===== src/rtl/ctp_ram.sv =====
// Generic simple dual-port RAM: one write port, one read port, registered read.
// No dependencies.
`timescale 1ns / 1ps
`default_nettype none

module ctp_ram #(
  parameter int WIDTH = 8,
  parameter int DEPTH = 256
) (
  input  wire logic                     clk,
  input  wire logic                     we,
  input  wire logic [$clog2(DEPTH)-1:0] waddr,
  input  wire logic [WIDTH-1:0]         wdata,
  input  wire logic [$clog2(DEPTH)-1:0] raddr,
  output logic      [WIDTH-1:0]         rdata
);

  logic [WIDTH-1:0] mem [DEPTH];

  always_ff @(posedge clk) begin
    if (we) begin
      mem[waddr] <= wdata;
    end
    rdata <= mem[raddr];
  end

endmodule

`default_nettype wire


===== config.mk =====
export PLATFORM = sky130hd
export DESIGN_NAME = ctp_ram
export DESIGN_NICKNAME = d
export VERILOG_FILES = /design/src/rtl/ctp_ram.sv
export SDC_FILE = /design/constraint.sdc
export NUM_CORES = 2
export LEC_CHECK = 0
export ABC_AREA = 1
export BUFFER_PORTS_ARGS = -buffer_cell sky130_fd_sc_hd__buf_2
export CORE_ASPECT_RATIO = 0.9
export CORE_MARGIN = 2
export CORE_UTILIZATION = 50
export DETAILED_ROUTE_END_ITERATION = 7
export PLACE_DENSITY_LB_ADDON = 0.3
export SETUP_SLACK_MARGIN = 0.4
export SYNTH_ARGS = -nofsm -noshare
export SYNTH_HDL_FRONTEND = slang
export SYNTH_SLANG_ARGS = --single-unit

===== constraint.sdc =====
create_clock -name clk -period 1.9 [get_ports clk]
set_input_delay 0.095 -clock clk [delete_from_list [all_inputs] [get_ports clk]]
set_output_delay 0.095 -clock clk [all_outputs]
set_load 0.05 [all_outputs]

==> results_dict.tcl <==
set metrics [dict create \
    ys_warn_count 0 \
    clk_pin_slew_worst_paths_ps 60 \
    min_path_type "in2reg" \
    worstMarginPinSlew_ps 651 \
    grt_pass1_vias 55173 \
    min_to "mem[239][5]" \
    r2r_slack_ps 360 \
    root_buffer "clkbuf_16" \
    switching_share_pct 22.7 \
    ys_top_cells_by_area "edfxtp_1 74%, nand3_1 12%, nand2_1 9.6%" \
    peakVddDrop_mv 1.01 \
    antenna_found_initial 9 \
    rsz0062_at_grt "true" \
    clkLatencyLatePin_ps 830 \
    grt_max_degree 109 \
    grt_use_total_pct 27.0 \
    setup_violations 0 \
    path_max_fanout 1 \
    cts_tree "built" \
    async_reset_ff_share_pct 0 \
    drive_gt1_share_pct 16.3 \
    die_area_sq_um 170000 \
    status "complete, no violations" \
    multiInputGateArea_sq_um 20500 \
    nNetsFinal 7506 \
    r2r-start "mem[29][7]" \
    die_y_um 391 \
    arrival_ps 2270 \
    pin_count 34 \
    cts_buffers 195 \
    ys_ff_latch 2056 \
    relSlewSlack_pct 56.6 \
    placed_area_sq_um 91200 \
    antenna_left 0 \
    grt.overflow.total 0 \
    post-route-min-period_ps 1540 \
    rows 142 \
    fill_cells 12767 \
    synth_edf_count 2048 \
    post-dp-hpwl_um 142000 \
    drt_iter0_markers 8083 \
    reg2reg_depth 10 \
    fmax_ghz 0.648 \
    end_kind "flop" \
    finalHoldViolations 0 \
    ys.flop_type "edfxtp_1" \
    synth_cells 7003 \
    vias 57317 \
    netlist_area_sq_um 83400 \
    yosys-top-cells-count "2123 x nand2_1, 2048 x edfxtp_1, 2019 x nand3_1, 283 x nor2_1, 268 x buf_2" \
    synth.top_cell.area_share_pct 73.7 \
    final_cell_count_no_fill 9879 \
    syn_area_per_cell_sq_um 11.9 \
    clk_path_buf_depth 3 \
    detail_route.wl_per_cell_um 23.2 \
    hp-start "waddr[6]" \
    die_w_um 434 \
    drt-pass1-iter-count 6 \
    seq_area_sq_um 61700 \
    final_max_slew_viol_count 0 \
    clkPwrFrac_pct 40.0 \
    drv_cap 0 \
    hold_depth 5 \
    core_area_sq_um 166000 \
    pwr-share-comb_pct 7.3 \
    drt-total-wl_um 229000 \
    placedCellCount 9498 \
    drcViolationCount 0 \
    cts_sinks 2056 \
    synth.most_common_cell "nand2_1" \
    portBuffers 33 \
    area_growth_syn_to_layout_pct 18.7 \
    ys_types 14 \
    required_ps 2630 \
    clock_skew_ps 24.4 \
    htree_levels 4 \
    gp_congestion 0.927 \
    critical_path_class "reg2reg" \
    initial_utilization_pct 50.2 \
    p_sw_mw 21.6 \
    p_per_area_nw_per_um2 959 \
    syn_nets 7029 \
    seq_power_share_pct 52.7 \
    p_int_mw 73.4 \
    grt_pass1_wl_um 344000 \
    fin_crit_sh_pct 81.2 \
    synth_top_area_cell "edfxtp_1" \
    critical_path.startpoint_type "flop" \
    r2r-end "rdata[7]" \
    yosysSeqAreaShare_pct 73.9 \
    vias_per_cell 5.80 \
    p_leak_nw 35.6 \
    final_area_sq_um 99000 \
]
-- routing by layer --
metal  GRT usage [%]  vias up  part of all wire [%]
li1                -    25838                     -
met1            39.0    27921                    40
met2            41.2     3087                    45
met3            4.77      471                    11
met4            9.90        0                   3.8
met5               0        -                     0
-- worst max-delay path, stage by stage, from the launching register on --
cell,delay (ps)
edfxtp_1,370
nand2_1,70
nand3_1,140
nand3_1,130
nand3_1,90
nand3_2,130
nand3_2,90
nand3_2,150
nand2_2,90
nand2_2,100
nand2_1,70
-- per-stage QoR --
step | setup WS (ps) | hold WS (ps) | power [mW] | TNS [ps] | utilization [%]
2_1_floorplan | 314 | 194 | 54.2 | 0 | -
3_3_place_gp | -407 | 477 | 57.4 | -2380 | 54.9
3_5_place_dp | -418 | 482 | 57.4 | -2380 | 54.9
4_1_cts | 337 | 11.0 | 95.1 | 0 | 59.3
5_1_grt | 276 | 34.1 | 97.6 | 0 | 59.6
6_report | 356 | 45.7 | 95.0 | 0 | 59.6
-- worst max path at each step --
stage | start | end | slack [ps] | cells past startpoint
after detailed placement | raddr[0] | rdata[0] | -420 | 15
after global placement | raddr[0] | rdata[0] | -410 | 15
final | mem[29][7] | rdata[7] | 360 | 10
after CTS | rdata[4] | rdata[4] | 340 | 1
after global routing | mem[179][6] | rdata[6] | 280 | 10
after floorplan | we | mem[162][0] | 310 | 4
-- sequential cells by signal, indices dropped and copies added, names as in the netlist --
signal  count
rdata       8
mem      2048
-- cells in the final DEF (no fill, tap or decap) --
master,count
nand3_1,1808
clkinv_8,8
nor2_2,2
buf_4,571
buf_8,18
bufinv_16,15
inv_16,2
edfxtp_1,2048
dfxtp_2,1
clkinvlp_4,1
nand2_4,1
inv_2,1
inv_6,3
clkbuf_16,196
nand3_4,32
nor2_1,281
clkbuf_1,51
clkinv_4,3
inv_8,3
nand3_2,179
buf_6,3
diode_2,4
nand2_2,12
clkinv_2,30
dfxtp_4,7
buf_12,142
clkinv_16,2
clkinv_1,45
clkbuf_4,1
clkbuf_8,4
inv_4,1
nand2_1,2110
buf_2,11
dlymetal6s4s_1,1
inv_1,34
dlygate4sd3_1,16
-- power by group through the flow --
stage,Combinational (mW),Clock [mW],Sequential (mW)
after global routing,7.43,40.1,50.0
after global placement,6.35,0,51.0
after CTS,6.75,38.3,50.1
after floorplan,3.09,0,51.1
final,6.95,38.0,50.1
after detailed placement,6.44,0,51.0
-- final cells by class --
type / count / share of cell area, %
antenna: 4 / 0.0101
multi-input combinational: 4425 / 20.7
timing repair buffer: 763 / 7.74
clock inverter: 109 / 1.06
inverter: 39 / 0.182
tap: 2232 / 2.82
clock buffer: 251 / 5.20
sequential: 2056 / 62.3
-- cells by family (layout without fill, tap and decap cells) --
logic type	Yosys count	in the layout	share of synthesized area [%]
flops	2056	2056	73.9
buf+inv	522	1162	3.12
simple gates	4425	4425	22.9
other cells	0	4	0
-- timing repair --
item                       in CTS  in global routing
hold endpoints to repair     2027                  3
gates resized for setup       203                101
setup endpoints to repair      16                696
pin swaps                      14                 28
hold buffers                   15                  2
setup buffers                   0                  0
Note: power is estimated with default switching activity, not from simulation.
