===== src/rtl/ctp_pkg.sv =====
// Shared types, codes and constants of the coordinate-to-column pattern block.
// Used by the request channel interface, the sequencer and the top level.
`timescale 1ns / 1ps
`default_nettype none

package ctp_pkg;

  localparam int DIM_W        = 10;
  localparam int KEY_W        = 2 * DIM_W;
  localparam int CCOUNT_W     = 11;
  localparam int QIDX_W       = 11;
  localparam int MAX_ENTRIES_DEF = 256;

  localparam logic [CCOUNT_W-1:0] COL_COUNT_RST = 11'd1024;

  typedef enum logic [1:0] {
    REQ_CLEAR  = 2'd0,
    REQ_APPEND = 2'd1,
    REQ_QUERY  = 2'd2,
    REQ_NONE   = 2'd3
  } ctp_req_t;

  typedef enum logic [1:0] {
    ERR_OK   = 2'd0,
    ERR_DUP  = 2'd1,
    ERR_FULL = 2'd2,
    ERR_COL  = 2'd3
  } ctp_err_t;

  typedef enum logic [2:0] {
    ST_IDLE,
    ST_ASCAN,
    ST_SHIFT,
    ST_QKEY,
    ST_QSCAN,
    ST_RESP
  } ctp_state_t;

  typedef struct packed {
    logic [9:0] sorted_row;
    logic [7:0] entry_position;
    logic [8:0] column_start;
    logic [8:0] entry_count;
    logic [1:0] error_code;
  } ctp_res_t;

endpackage

`default_nettype wire


===== src/rtl/ctp_engine.sv =====
// Sequencer and datapath: scans the entry table, keeps the row list in sorted
// order and forms one result per item. Depends on ctp_pkg; drives two ctp_ram ports.
`timescale 1ns / 1ps
`default_nettype none

module ctp_engine import ctp_pkg::*; #(
  parameter int MAX_ENTRIES = MAX_ENTRIES_DEF,
  localparam int AW = $clog2(MAX_ENTRIES),
  localparam int CW = $clog2(MAX_ENTRIES + 1)
) (
  input  wire logic                clk,
  input  wire logic                rst_n,
  input  wire logic                start,
  output logic                     idle,
  input  wire logic [1:0]          req_type,
  input  wire logic [DIM_W-1:0]    row_index,
  input  wire logic [DIM_W-1:0]    col_index,
  input  wire logic [QIDX_W-1:0]   query_index,
  input  wire logic [CCOUNT_W-1:0] col_count,
  output logic                     res_valid,
  input  wire logic                res_ready,
  output ctp_res_t                 res,
  output logic                     tbl_we,
  output logic [AW-1:0]            tbl_waddr,
  output logic [KEY_W-1:0]         tbl_wdata,
  output logic [AW-1:0]            tbl_raddr,
  input  wire logic [KEY_W-1:0]    tbl_rdata,
  output logic                     srt_we,
  output logic [AW-1:0]            srt_waddr,
  output logic [DIM_W-1:0]         srt_wdata,
  output logic [AW-1:0]            srt_raddr,
  input  wire logic [DIM_W-1:0]    srt_rdata
);

  ctp_state_t        state_r, state_nxt;
  logic [CW-1:0]     count_r, count_nxt;
  logic [1:0]        err_r, err_nxt;
  logic              dup_r, dup_nxt;
  logic [KEY_W-1:0]  key_r, key_nxt;
  logic [QIDX_W-1:0] k_r, k_nxt;
  logic [CW-1:0]     ridx_r, ridx_nxt;
  logic              vld_r, vld_nxt;
  logic [CW-1:0]     rank_r, rank_nxt;
  logic [CW-1:0]     cst_r, cst_nxt;
  logic              hit_r, hit_nxt;
  logic [DIM_W-1:0]  srow_r, srow_nxt;
  logic              q_r, q_nxt;
  logic              kin_r, kin_nxt;
  logic              cok_r, cok_nxt;
  logic [CW-1:0]     p_r, p_nxt;
  logic              svld_r, svld_nxt;
  logic [AW-1:0]     wdst_r, wdst_nxt;

  logic              scan_issue;
  logic [CW-1:0]     pm1;

  assign scan_issue = ridx_r < count_r;
  assign pm1        = p_r - CW'(1);

  always_ff @(posedge clk) begin
    if (!rst_n) begin
      state_r <= ST_IDLE;
      count_r <= '0;
      err_r   <= ERR_OK;
      dup_r   <= 1'b0;
      vld_r   <= 1'b0;
      svld_r  <= 1'b0;
      q_r     <= 1'b0;
      kin_r   <= 1'b0;
      cok_r   <= 1'b0;
    end else begin
      state_r <= state_nxt;
      count_r <= count_nxt;
      err_r   <= err_nxt;
      dup_r   <= dup_nxt;
      vld_r   <= vld_nxt;
      svld_r  <= svld_nxt;
      q_r     <= q_nxt;
      kin_r   <= kin_nxt;
      cok_r   <= cok_nxt;
    end
  end

  always_ff @(posedge clk) begin
    key_r  <= key_nxt;
    k_r    <= k_nxt;
    ridx_r <= ridx_nxt;
    rank_r <= rank_nxt;
    cst_r  <= cst_nxt;
    hit_r  <= hit_nxt;
    srow_r <= srow_nxt;
    p_r    <= p_nxt;
    wdst_r <= wdst_nxt;
  end

  always_comb begin
    state_nxt = state_r;
    count_nxt = count_r;
    err_nxt   = err_r;
    dup_nxt   = dup_r;
    key_nxt   = key_r;
    k_nxt     = k_r;
    ridx_nxt  = ridx_r;
    vld_nxt   = 1'b0;
    rank_nxt  = rank_r;
    cst_nxt   = cst_r;
    hit_nxt   = hit_r;
    srow_nxt  = srow_r;
    q_nxt     = q_r;
    kin_nxt   = kin_r;
    cok_nxt   = cok_r;
    p_nxt     = p_r;
    svld_nxt  = 1'b0;
    wdst_nxt  = wdst_r;
    idle      = 1'b0;
    res_valid = 1'b0;
    tbl_we    = 1'b0;
    tbl_waddr = AW'(count_r);
    tbl_wdata = key_r;
    tbl_raddr = AW'(ridx_r);
    srt_we    = 1'b0;
    srt_waddr = wdst_r;
    srt_wdata = srt_rdata;
    srt_raddr = AW'(pm1);

    case (state_r)
      ST_IDLE: begin
        idle = 1'b1;
        if (start) begin
          q_nxt   = 1'b0;
          kin_nxt = 1'b0;
          cok_nxt = 1'b0;
          case (req_type)
            REQ_CLEAR: begin
              count_nxt = '0;
              err_nxt   = ERR_OK;
              dup_nxt   = 1'b0;
              state_nxt = ST_RESP;
            end
            REQ_APPEND: begin
              key_nxt = {col_index, row_index};
              if (CCOUNT_W'(col_index) >= col_count) begin
                if (err_r == ERR_OK) err_nxt = ERR_COL;
                state_nxt = ST_RESP;
              end else if (32'(count_r) >= 32'(MAX_ENTRIES)) begin
                if (err_r == ERR_OK) err_nxt = ERR_FULL;
                state_nxt = ST_RESP;
              end else begin
                ridx_nxt  = '0;
                rank_nxt  = '0;
                hit_nxt   = 1'b0;
                state_nxt = ST_ASCAN;
              end
            end
            REQ_QUERY: begin
              if (dup_r) begin
                state_nxt = ST_RESP;
              end else begin
                q_nxt     = 1'b1;
                k_nxt     = query_index;
                kin_nxt   = 32'(query_index) < 32'(count_r);
                cok_nxt   = query_index <= col_count;
                rank_nxt  = '0;
                cst_nxt   = '0;
                srow_nxt  = '0;
                ridx_nxt  = '0;
                tbl_raddr = AW'(query_index);
                srt_raddr = AW'(query_index);
                state_nxt = (32'(query_index) < 32'(count_r)) ? ST_QKEY : ST_QSCAN;
              end
            end
            default: begin
              state_nxt = ST_RESP;
            end
          endcase
        end
      end

      ST_ASCAN: begin
        if (scan_issue) begin
          ridx_nxt = ridx_r + CW'(1);
          vld_nxt  = 1'b1;
        end
        if (vld_r) begin
          if (tbl_rdata == key_r) begin
            hit_nxt = 1'b1;
          end else if (tbl_rdata < key_r) begin
            rank_nxt = rank_r + CW'(1);
          end
        end
        if (!scan_issue && !vld_r) begin
          tbl_we    = 1'b1;
          count_nxt = count_r + CW'(1);
          if (hit_r) begin
            dup_nxt = 1'b1;
            if (err_r == ERR_OK) err_nxt = ERR_DUP;
            state_nxt = ST_RESP;
          end else if (dup_r) begin
            state_nxt = ST_RESP;
          end else begin
            p_nxt     = count_r;
            state_nxt = ST_SHIFT;
          end
        end
      end

      ST_SHIFT: begin
        // Move rows at and above the insertion point up by one, top down.
        if (p_r > rank_r) begin
          p_nxt    = pm1;
          svld_nxt = 1'b1;
          wdst_nxt = AW'(p_r);
        end
        if (svld_r) begin
          srt_we = 1'b1;
        end else if (p_r == rank_r) begin
          srt_we    = 1'b1;
          srt_waddr = AW'(rank_r);
          srt_wdata = key_r[DIM_W-1:0];
          state_nxt = ST_RESP;
        end
      end

      ST_QKEY: begin
        key_nxt   = tbl_rdata;
        srow_nxt  = srt_rdata;
        state_nxt = ST_QSCAN;
      end

      ST_QSCAN: begin
        if (scan_issue) begin
          ridx_nxt = ridx_r + CW'(1);
          vld_nxt  = 1'b1;
        end
        if (vld_r) begin
          if (kin_r && (tbl_rdata < key_r)) begin
            rank_nxt = rank_r + CW'(1);
          end
          if (CCOUNT_W'(tbl_rdata[KEY_W-1:DIM_W]) < k_r) begin
            cst_nxt = cst_r + CW'(1);
          end
        end
        if (!scan_issue && !vld_r) begin
          state_nxt = ST_RESP;
        end
      end

      ST_RESP: begin
        res_valid = 1'b1;
        if (res_ready) begin
          state_nxt = ST_IDLE;
        end
      end

      default: begin
        state_nxt = ST_IDLE;
      end
    endcase
  end

  always_comb begin
    res.sorted_row     = (q_r && kin_r) ? srow_r : '0;
    res.entry_position = (q_r && kin_r) ? 8'(rank_r) : '0;
    res.column_start   = (q_r && cok_r) ? 9'(cst_r) : '0;
    res.entry_count    = 9'(count_r);
    res.error_code     = err_r;
  end

endmodule

`default_nettype wire


===== config.mk =====
export PLATFORM = sky130hd
export DESIGN_NAME = ctp_engine
export DESIGN_NICKNAME = d
export VERILOG_FILES = /design/src/rtl/ctp_pkg.sv /design/src/rtl/ctp_engine.sv
export SDC_FILE = /design/constraint.sdc
export NUM_CORES = 1
export LEC_CHECK = 0
export BUFFER_PORTS_ARGS = -buffer_cell sky130_fd_sc_hd__buf_2
export CELL_PAD_IN_SITES_DETAIL_PLACEMENT = 0
export CELL_PAD_IN_SITES_GLOBAL_PLACEMENT = 1
export CORE_ASPECT_RATIO = 0.75
export CORE_UTILIZATION = 41
export DETAILED_ROUTE_END_ITERATION = 8
export PLACE_DENSITY_LB_ADDON = 0.1
export SYNTH_ARGS = -nofsm -noshare
export SYNTH_HDL_FRONTEND = slang
export SYNTH_SLANG_ARGS = --single-unit
export TNS_END_PERCENT = 30

===== constraint.sdc =====
create_clock -name clk -period 3.1 [get_ports clk]
set_input_delay 0.155 -clock clk [delete_from_list [all_inputs] [get_ports clk]]
set_output_delay 0.155 -clock clk [all_outputs]
set_load 0.01 [all_outputs]

==> qor.yml <==
path_clk_slew_ns: 0.07
avgSynthCellArea_sq_um: 9.44
routed_wl_mm: 21.7
place.gp.congestion: 0.876
peakVddDrop_mv: 0.324
yosysWarnings: 0
dr.pass1.iters: 5
yosysUniqueCellTypes: 62
r2r-end: "ridx_r[2]"
crit_type: "register to primary output"
rrSetupSlack_ns: 0.29
cts_buffers: 9
worstPathArrival_ns: 2.73
critPathLaunch: "rank_r[5]"
r2r.worst_path.cells: 6
worstReg2RegStart: "count_r[2]"
tns_ns: 0
finalHoldViolCount: 0
cts_tree: "done"
drtAntennaViolNets: 0
grtUsageTotal_pct: 23.5
grt_setup_unrepaired: "false"
die-area_sq_mm: 0.0187
p_comb_share_pct: 36.0
grt_max_degree: 29
grt_pass1_vias: 6142
layout_commonest_cell: "buf_2"
dp_hpwl_mm: 17.4
outcome: "complete, no violations"
internal_power_mw: 3.30
pre_cts_ws_ns: 0.231
core_sq_mm: 0.0177
synthesis.area_sq_mm: 0.00744
slew_violations: 0
start_kind: "register"
areaGrowthSynthToFinish_pct: 20.8
fin_crit_ns: 2.89
gr-total-overflow: 0
p_clk_share_pct: 24.1
finalSetupViolCount: 0
cp-end-kind: "primary output"
chipWidth_um: 158
skew_ns: 0.00594
mostFrequentLayoutCells: "181 x buf_2, 86 x edfxtp_1, 83 x ha_1"
start_util_pct: 42.0
rows: 42
vias_per_cell: 5.35
synth_edf_count: 86
synthCells: 788
drive_gt1_share_pct: 26.3
synth_nets: 949
fin_ws_ns: 0.211
worst_hold_startpoint: "query_index[8]"
ys_ff_latch: 106
required_ns: 2.94
grt_pass1_wl_mm: 33.5
hold_depth: 1
crit_path_max_fanout: 19
timing.slew.headroom_pct: 44.3
layout.nets: 1127
min_to: "k_r[8]"
switchingPower_mw: 1.95
maxCapViolCount: 0
leakage_nw: 4.19
antenna_found_initial: 1
drt_iter0_markers: 415
vias: 6493
power.share.sequential_pct: 39.8
fmax_ghz: 0.346
synthArstFlopShare_pct: 0
power_density_mw_per_mm2: 584
cts_setup_buffers: 0
clock_latency_ns: 0.35
cts.sink_count: 106
worstHoldPathType: "input port to register"
fin_crit_sh_pct: 93.2
drc: 0
synth_top_flop_cell: "edfxtp_1"
cts-root-buf: "clkbuf_16"
pin_count: 182
tightest_slew_ns: 0.834
wl_per_cell_um: 17.9
die_y_um: 119
num_antenna_cells: 0
cts_max_path_buffers: 2
ys_seq_area_share_pct: 40.1
h-tree-depth: 3
io_buffers: 181
swShare_pct: 37.1
holdBufCountCts: 0
area by class of cell:
type	count	area, sq um
Sequential cell	106	2980
Fill cell	1762	8730
Clock inverter	2	17.5
Tap cell	242	303
Multi-Input combinational cell	572	4020
Clock buffer	14	318
Timing Repair Buffer	201	1060
Inverter	76	285
cell usage after synthesis, types with 2 or more instances:
cell        n  share of area (%)
nor4_1      5               0.42
and2_1     16                1.3
inv_1      76                3.8
o21ai_1     2               0.13
a31oi_1     3               0.25
nor4_2      2               0.34
nand3_1    24                1.6
mux2_2     21                3.2
mux2i_1     5               0.67
ha_1       83                 14
clkbuf_1   20                1.0
and3_1     38                3.2
buf_2       3               0.20
buf_4       9               0.91
a211oi_1    8               0.81
nand2_1    83                4.2
nor3_1     11               0.74
nand2b_1    5               0.42
xor2_1      9                1.1
dfxtp_1    20                5.4
and4_1      2               0.24
o21a_1     11                1.1
o21ai_0    40                2.7
a221oi_1    4               0.47
o211ai_1    5               0.50
nor3_2      2               0.27
a21oi_1    40                2.7
o31ai_1     2               0.20
a21o_1     14                1.4
xnor2_1    22                2.6
nor2b_1    10               0.84
nand4_1    10               0.84
edfxtp_1   86                 35
nor2_1     65                3.3
a2111oi_0   3               0.35
o22ai_1     2               0.17
o2111ai_1   2               0.24
state kept, by name, summed over array words and instances, names as in the netlist:
register and count:
svld_r 1, srow_r 10, p_r 9, ridx_r 9, cok_r 1, q_r 1, vld_r 1, tbl_wdata 20
count_r 9, state_r 3, k_r 11, hit_r 1, rank_r 9, wdst_r 8, dup_r 1, kin_r 1
err_r 2, cst_r 9
cell families after synthesis:
kind of cell,synth area share [%]
DFF,40.1
AOI/OAI and AO/OA,13.0
and+or+nand+nor,19.1
xor gates and xnor gates,3.65
muxes,4.00
adders and majority gates,14.0
buffers and inverters,6.17
power groups by stage:
stage               Clock, mW  Sequential [mW]  Combinational (mW)
floorplan                   0             2.02                1.26
global placement            0             2.11                1.86
detailed placement          0             2.12                1.88
CTS                      1.30             2.08                1.90
global route             1.36             2.12                2.11
finish                   1.27             2.09                1.89
timing repair:
item                                    CTS  global route
endpoints found under the setup margin    1             2
cloned                                    0             0
gates resized for setup                   1             2
through the flow:
| stage | hold WS, ns | cells | total power, mW | utilization [%] | area [sq um] |
|---|---|---|---|---|---|
| floorplan | 0.254 | 788 | 3.29 | - | 7440 |
| global placement | 0.409 | 1197 | 3.97 | 48.7 | 8630 |
| detailed placement | 0.414 | 1197 | 3.99 | 48.7 | 8630 |
| CTS | 0.0345 | 1213 | 5.28 | 50.7 | 8970 |
| global route | 0.0321 | 1213 | 5.59 | 50.7 | 8980 |
| finish | 0.0442 | 1213 | 5.25 | 50.7 | 8980 |
per-layer routing:
layer / GRT usage [%] / vias to the layer above / routed length [um]
met5: 0 / - / 13
li1: - / 3164 / -
met4: 3.82 / 2 / 131
met2: 36.2 / 226 / 9580
met1: 34.2 / 3092 / 10600
met3: 4.77 / 9 / 1340
how the worst max path moves through the flow:
stage | end | slack [ns] | depth (start not counted)
2_1_floorplan | p_r[0] | 0.41 | 8
3_3_place_gp | p_r[5] | 0.29 | 9
3_5_place_dp | p_r[1] | 0.23 | 9
4_1_cts | srt_wdata[2] | 0.15 | 9
5_1_grt | srt_wdata[2] | 0.04 | 9
6_report | srt_wdata[1] | 0.21 | 9
critical path, stage by stage (launching register included):
cell,delay [ns]
edfxtp_1,0.44
inv_1,0.10
ha_1,0.33
nand3_1,0.09
or3_1,0.44
nor2_1,0.20
nand2_4,0.15
buf_4,0.23
o21ai_0,0.23
buf_2,0.18
(Power assumes the default switching activity.)
